**config.mk**
```make
export PLATFORM = sky130hd
export DESIGN_NAME = tqla_ctrl
export DESIGN_NICKNAME = d
export VERILOG_FILES = /design/src/tqla_pkg.sv /design/src/tqla_ctrl.sv
export SDC_FILE = /design/constraint.sdc
export NUM_CORES = 1
export LEC_CHECK = 0
export BUFFER_PORTS_ARGS = -buffer_cell sky130_fd_sc_hd__buf_2
export CAP_MARGIN = 25
export CELL_PAD_IN_SITES_DETAIL_PLACEMENT = 0
export CELL_PAD_IN_SITES_GLOBAL_PLACEMENT = 1
export CORE_MARGIN = 8
export CORE_UTILIZATION = 39
export DETAILED_ROUTE_END_ITERATION = 6
export PLACE_DENSITY = 0.77
export RECOVER_POWER = 25
export REMOVE_ABC_BUFFERS = 1
export SLEW_MARGIN = 20
export SYNTH_ARGS = -nofsm -noshare
export SYNTH_HDL_FRONTEND = slang
export SYNTH_SLANG_ARGS = --single-unit
```
**constraint.sdc**
```tcl
create_clock -name clk -period 2.7 [get_ports clk]
set_clock_uncertainty 0.2 [all_clocks]
set_input_delay 0.27 -clock clk [delete_from_list [all_inputs] [get_ports clk]]
set_output_delay 0.27 -clock clk [all_outputs]
set_load 0.05 [all_outputs]
```
**src/tqla_pkg.sv**
```systemverilog
`timescale 1ns / 1ps
package tqla_pkg;
    localparam int STATE_COUNT_DEF = 64;
    localparam int ACTION_MAX_DEF  = 4;
    localparam int CFG_W  = 17;
    localparam int CFG_IW = 3;

    localparam logic [2:0] REG_ACTION_COUNT  = 3'd0;
    localparam logic [2:0] REG_LEARN_RATE    = 3'd1;
    localparam logic [2:0] REG_DISCOUNT      = 3'd2;
    localparam logic [2:0] REG_EXPLORE_FLOOR = 3'd3;
    localparam logic [2:0] REG_EXPLORE_DECAY = 3'd4;
    localparam logic [2:0] REG_EXPLORE_START = 3'd5;

    localparam logic [2:0]  ACTION_COUNT_RST  = 3'd4;
    localparam logic [15:0] LEARN_RATE_RST    = 16'd6554;
    localparam logic [15:0] DISCOUNT_RST      = 16'd62259;
    localparam logic [16:0] EXPLORE_FLOOR_RST = 17'd3277;
    localparam logic [15:0] EXPLORE_DECAY_RST = 16'd65208;
    localparam logic [16:0] EXPLORE_START_RST = 17'd65536;

    // controller to datapath commands
    typedef struct packed {
        logic load;        // capture input transaction
        logic clr_wr;      // clearing pass write
        logic rd_cur;      // issue read of current-state entry
        logic rd_nxt;      // issue read of next-state entry
        logic rd_old;      // issue read of pending entry
        logic scan_cur;    // fold returned current-state data (pass 1)
        logic pick_cur;    // fold returned current-state data (pass 2)
        logic scan_nxt;    // fold returned next-state data
        logic take_old;    // capture old value
        logic mul_g;       // gamma * max
        logic mul_a;       // alpha * diff
        logic mul_e;       // decay product
        logic wr_q;        // write back and commit pending/epsilon
        logic do_upd;      // update is taking place
        logic first;       // first element of a scan
        logic publish;     // load output register
    } tqla_cmd_t;

    typedef struct packed {
        logic explore;     // exploration decided
        logic upd_ok;      // pending decision valid and in range
    } tqla_sts_t;
endpackage

```
**src/tqla_ctrl.sv**
```systemverilog
`timescale 1ns / 1ps
module tqla_ctrl #(
    parameter int DEPTH = 256,
    parameter int AW    = 8,
    parameter int NW    = 3
) (
    input  logic                 clk,
    input  logic                 rst_n,
    input  logic                 in_valid,
    output logic                 in_ready,
    output logic                 out_valid,
    input  logic                 out_ready,
    input  logic [NW-1:0]        n_used,
    input  tqla_pkg::tqla_sts_t  sts,
    output tqla_pkg::tqla_cmd_t  cmd,
    output logic [NW-1:0]        idx,
    output logic [AW-1:0]        clr_addr
);
    typedef enum logic [9:0] {
        S_CLEAR = 10'b0000000001,
        S_IDLE  = 10'b0000000010,
        S_SCAN  = 10'b0000000100,
        S_PICK  = 10'b0000001000,
        S_NXT   = 10'b0000010000,
        S_OLD   = 10'b0000100000,
        S_MULG  = 10'b0001000000,
        S_MULA  = 10'b0010000000,
        S_WR    = 10'b0100000000,
        S_OUT   = 10'b1000000000
    } state_t;

    state_t state_reg, state_next;
    logic [NW-1:0] idx_reg, idx_next;
    logic          rv_reg, rv_next;      // read data valid next cycle
    logic [AW-1:0] clr_reg, clr_next;
    logic          ov_reg, ov_next;

    assign idx      = idx_reg;
    assign clr_addr = clr_reg;
    assign out_valid = ov_reg;
    assign in_ready = (state_reg == S_IDLE) && !ov_reg;

    always_comb
    begin
        state_next = state_reg;
        idx_next   = idx_reg;
        rv_next    = 1'b0;
        clr_next   = clr_reg;
        ov_next    = ov_reg;
        cmd        = '0;
        if (ov_reg && out_ready)
        begin
            ov_next = 1'b0;
        end
        case (state_reg)
            S_CLEAR:
            begin
                cmd.clr_wr = 1'b1;
                clr_next = clr_reg + 1'b1;
                if (clr_reg == AW'(DEPTH - 1))
                begin
                    state_next = S_IDLE;
                end
            end
            S_IDLE:
            begin
                if (in_valid && in_ready)
                begin
                    cmd.load   = 1'b1;
                    idx_next   = '0;
                    state_next = S_SCAN;
                end
            end
            S_SCAN:
            begin
                // issue reads idx, consume previous
                cmd.scan_cur = rv_reg;
                cmd.first    = rv_reg && (idx_reg == NW'(1));
                if (idx_reg < n_used)
                begin
                    cmd.rd_cur = 1'b1;
                    rv_next    = 1'b1;
                    idx_next   = idx_reg + 1'b1;
                end
                else
                begin
                    idx_next   = '0;
                    state_next = S_PICK;
                end
                if (sts.explore)
                begin
                    idx_next   = '0;
                    state_next = S_NXT;
                    rv_next    = 1'b0;
                    cmd.rd_cur = 1'b0;
                    cmd.scan_cur = 1'b0;
                end
            end
            S_PICK:
            begin
                cmd.pick_cur = rv_reg;
                cmd.first    = rv_reg && (idx_reg == NW'(1));
                if (idx_reg < n_used)
                begin
                    cmd.rd_cur = 1'b1;
                    rv_next    = 1'b1;
                    idx_next   = idx_reg + 1'b1;
                end
                else
                begin
                    idx_next   = '0;
                    state_next = S_NXT;
                end
            end
            S_NXT:
            begin
                cmd.scan_nxt = rv_reg;
                cmd.first    = rv_reg && (idx_reg == NW'(1));
                if (!sts.upd_ok)
                begin
                    state_next = S_WR;
                end
                else if (idx_reg < n_used)
                begin
                    cmd.rd_nxt = 1'b1;
                    rv_next    = 1'b1;
                    idx_next   = idx_reg + 1'b1;
                end
                else
                begin
                    cmd.rd_old = 1'b1;
                    state_next = S_OLD;
                end
            end
            S_OLD:
            begin
                cmd.take_old = 1'b1;
                state_next   = S_MULG;
            end
            S_MULG:
            begin
                cmd.mul_g  = 1'b1;
                state_next = S_MULA;
            end
            S_MULA:
            begin
                cmd.mul_a  = 1'b1;
                state_next = S_WR;
            end
            S_WR:
            begin
                cmd.mul_e  = 1'b1;
                cmd.do_upd = sts.upd_ok;
                state_next = S_OUT;
            end
            S_OUT:
            begin
                cmd.wr_q   = 1'b1;
                cmd.do_upd = sts.upd_ok;
                if (!ov_reg || out_ready)
                begin
                    cmd.publish = 1'b1;
                    ov_next     = 1'b1;
                    state_next  = S_IDLE;
                end
            end
            default:
            begin
                state_next = S_IDLE;
            end
        endcase
    end

    always_ff @(posedge clk or negedge rst_n)
    begin
        if (!rst_n)
        begin
            state_reg <= S_CLEAR;
            idx_reg   <= '0;
            rv_reg    <= 1'b0;
            clr_reg   <= '0;
            ov_reg    <= 1'b0;
        end
        else
        begin
            state_reg <= state_next;
            idx_reg   <= idx_next;
            rv_reg    <= rv_next;
            clr_reg   <= clr_next;
            ov_reg    <= ov_next;
        end
    end
endmodule

```
* Word-level counts from Yosys, hierarchy flattened
Cells that the tools add are included. Widths: inputs -> output; s select.
Word-level totals: flip-flop bits (word level) 23, input bits 9, output and inout port bits 29, word-level logic and storage cells 81
Cells by class: add/subtract/negate cells 2, $lt $le $gt $ge 1, equality and inequality tests 20, mux-type cells 42, reduce and logical (&&, ||, !) cells 11
Operator list (number):
- $pmux 10 s10 | 1
- $mux 10 | 8
- $mux 1 | 23
- $mux 3 | 5
- $pmux 3 s4 | 1
- $eq 10x1->1 const B | 1
- $eq 10x10->1 const B | 1
- $eq 10x2->1 const B | 1
- $eq 10x3->1 const B | 1
- $eq 10x4->1 const B | 1
- $eq 10x5->1 const B | 1
- $eq 10x6->1 const B | 1
- $eq 10x7->1 const B | 1
- $eq 10x8->1 const B | 1
- $eq 10x9->1 const B | 1
- $ne 2x2->1 const B | 5
- $add 8x1->8 const B | 1
- $eq 8x8->1 const B | 1
- $ne 3x3->1 const B | 2
- $reduce_and 6->1 | 1
- $logic_and 1x1->1 | 4
- $mux 2 | 2
- $reduce_and 4->1 | 1
- $reduce_bool 4->1 | 1
- other kinds (10) | 10

* Depth between registers and ports, before layout
depth after elaboration 5, depth in mapped cells 7, mapped depth without buffers 7

* Worst setup path after synthesis
OpenSTA, ideal clock, no wires.
kind register -> output, start point register state_reg[6], end point output cmd[1] (netlist bit), arrival 2.642 ns, data required time 2.230 ns, path slack -0.412 ns, stages on the path, launching flop included 5, buffers on the path 1, cell sequence dfrtp_1 buf_2 nor4_4 nand2_1 nor4_1
RTL lines:
- from (decl) | line tqla_ctrl.sv:32 | state_t state_reg, state_next;
- from (signal assigned) | line tqla_ctrl.sv:186 | state_reg <= state_next;
- to (decl) | line tqla_ctrl.sv:15 | output tqla_pkg::tqla_cmd_t cmd,

==> qor.yml <==
rows: 22
drc_errors: 0
routed_wirelength_um: 3650
post-route-cell-area_um2: 1840
via_per_inst: 5.27
clkPwrFrac_pct: 16.3
fp.coreArea_um2: 3630
largest_reg_flops: 10
yosysSeqAreaShare_pct: 39.5
cp.required_ns: 2.23
fin_crit_sh_pct: 96.0
met3_length_um: 208
grt_pass1_vias: 1240
num_io_pins: 38
final.min_clock_period_ns: 2.59
fin_nets: 212
place_area_um2: 1700
drv_slew: 0
totalPowerFinal_uw: 1320
port_buffers: 37
hpwlAfterDp_um: 2740
synth_edf_count: 0
dieArea_um2: 5960
grtUsageTotal_pct: 12.3
fin_cells: 245
n_antenna_cell: 0
grt_max_degree: 24
grt_antenna_before_repair: 0
grt_pass1_wl_um: 6150
worst_pin_slew_ns: 1.26
synth.avg_cell_area_um2: 9.55
swShare_pct: 44.1
fmax_mhz: 386
die_y_um: 77.2
ir_drop_mv: 0.322
seqPwrFrac_pct: 34.2
die_w_um: 77.2
cp_max_fo: 10
drt_first_pass_iters: 4
met1_length_um: 1640
synthCells: 153
p_leak_uw: 0.000967
ys_async_sr_fraction_pct: 100
min_path_type: "primary input to flop"
area_growth_pct: 25.9
drive_gt1_share_pct: 34.5
switching_power_uw: 581
overflow: 0
start_util_pct: 40.2
clk_path_buf_depth: 2
setup_viol_count_final: 0
endpoint_kind: "output port"
vias: 1291
final_hold_viol_count: 0
cts_root_buf: "clkbuf_8"
outcome: "finished clean"
p_per_area_nw_per_um2: 716
ys.flop_type: "dfrtp_1"
ant_nets: 0
arrival_ns: 2.12
tritoncts: "done"
insertion_delay_ns: 0.26
intPower_uw: 738
routabilityCongestion: 0.789
cp-start-kind: "flop"
yosysWarnings: 0
cts.sinks: 23
wl_per_cell_um: 14.9
clkTransAtPathRegs_ns: 0.08
drv_cap: 0
tritoncts.num_buffers: 3
ys_ff_latch: 23
maxSlewHeadroom_pct: 16.1
place_inst: 234
h-tree-depth: 1
highest_layer: "met4"
syn-cell-area_um2: 1460
p_comb_share_pct: 49.5
crit_type: "flop to output port"
ys_types: 48
wl_met2_um: 1790
drtIter0Drc: 61
## cells by family after synthesis
family                   share of synthesized area, %
multiplexers                                     2.57
buffers and inverters                            4.37
flip-flops                                       39.5
AO/OA/AOI/OAI                                    12.2
adder cells (fa/ha/maj)                          4.28
AND/OR/NAND/NOR                                  30.5
XOR/XNOR                                         6.59
## cell usage in the layout, fill, tap and decap left out, drive strengths merged, types with 6 or more instances in the layout
cell type  count
dfrtp         22
nor4           6
nor2          10
xnor2          7
nand2         13
o21ai         11
buf           43
inv            9
## cell type report
class                           instances  area, um^2
Fill cell                             363        1790
Multi-Input combinational cell        114         852
Sequential cell                        23         579
Timing Repair Buffer                   47         267
Tap cell                               48        60.1
Clock buffer                            3        41.3
Inverter                                9        33.8
Clock inverter                          1        7.51
## worst paths after layout
path,start,end,slack [ns],cells after the start
worst min-delay path,sts[0],state_reg[8],0.08,2
max in group asynchronous,rst_n,state_reg[3],0.87,2
worst min register to register,clr_addr[7],clr_addr[7],0.32,1
min in group asynchronous,rst_n,idx[1],0.60,2
worst max register to register,idx[2],state_reg[3],0.29,6
worst max-delay path,state_reg[3],cmd[0],0.11,6
## synthesized netlist by cell type, types with 2 or more instances
cell | number | area share (%)
and2_1 | 2 | 0.86
and3_1 | 3 | 1.3
and3b_1 | 4 | 2.4
and4b_1 | 3 | 2.1
buf_2 | 3 | 1.0
clkbuf_1 | 4 | 1.0
dfrtp_1 | 22 | 38
ha_1 | 5 | 4.3
inv_1 | 9 | 2.3
mux2_2 | 2 | 1.5
nand2_1 | 13 | 3.3
nand2b_1 | 2 | 0.86
nand3_1 | 5 | 1.7
nand4_1 | 5 | 2.1
nor2_1 | 9 | 2.3
nor2b_1 | 4 | 1.7
nor3_1 | 4 | 1.4
nor4_1 | 3 | 1.3
nor4_4 | 2 | 2.9
o21ai_0 | 11 | 3.8
o31a_1 | 2 | 1.2
xnor2_1 | 7 | 4.2
xor2_1 | 4 | 2.4
## power groups by stage
stage | Combinational, uW | Sequential, uW | Clock [uW]
after global placement | 557 | 450 | 0
final | 652 | 451 | 215
after detailed placement | 565 | 449 | 0
after floorplan | 409 | 455 | 0
after CTS | 569 | 444 | 225
after global routing | 723 | 461 | 243
## per-layer routing
metal | global-route usage, % | up-vias
li1 | - | 639
met3 | 4.31 | 2
met1 | 15.3 | 617
met2 | 20.0 | 33
met4 | 2.83 | 0
met5 | 0 | -
## per-stage QoR
| stage | setup WS [ns] | utilization, % | hold slack (ns) | setup TNS [ns] |
|---|---|---|---|---|
| floorplan | -0.385 | - | -0.226 | -0.807 |
| global placement | 0.164 | 46.8 | 0.0678 | 0 |
| detailed placement | 0.141 | 46.8 | 0.0766 | 0 |
| CTS | 0.0408 | 48.7 | 0.0634 | 0 |
| global route | -0.0272 | 50.7 | 0.0817 | -0.0272 |
| finish | 0.108 | 50.7 | 0.0756 | 0 |
## worst max-delay path, stage by stage (launching register included)
cell and delay, ns:
dfrtp_2 0.49, nor4_4 0.41, nand2_1 0.20, nor3_2 0.20, nand3b_1 0.15, nor2_1 0.13
buf_2 0.27
## timing repair
action | CTS | global route
hold buffers | 2 | 0
endpoints found under the hold margin | 23 | 0
setup endpoints to repair | 0 | 14
resized for setup | 0 | 9
buffers inserted | 0 | 5
No activity file was read; power rests on OpenSTA's default activity.
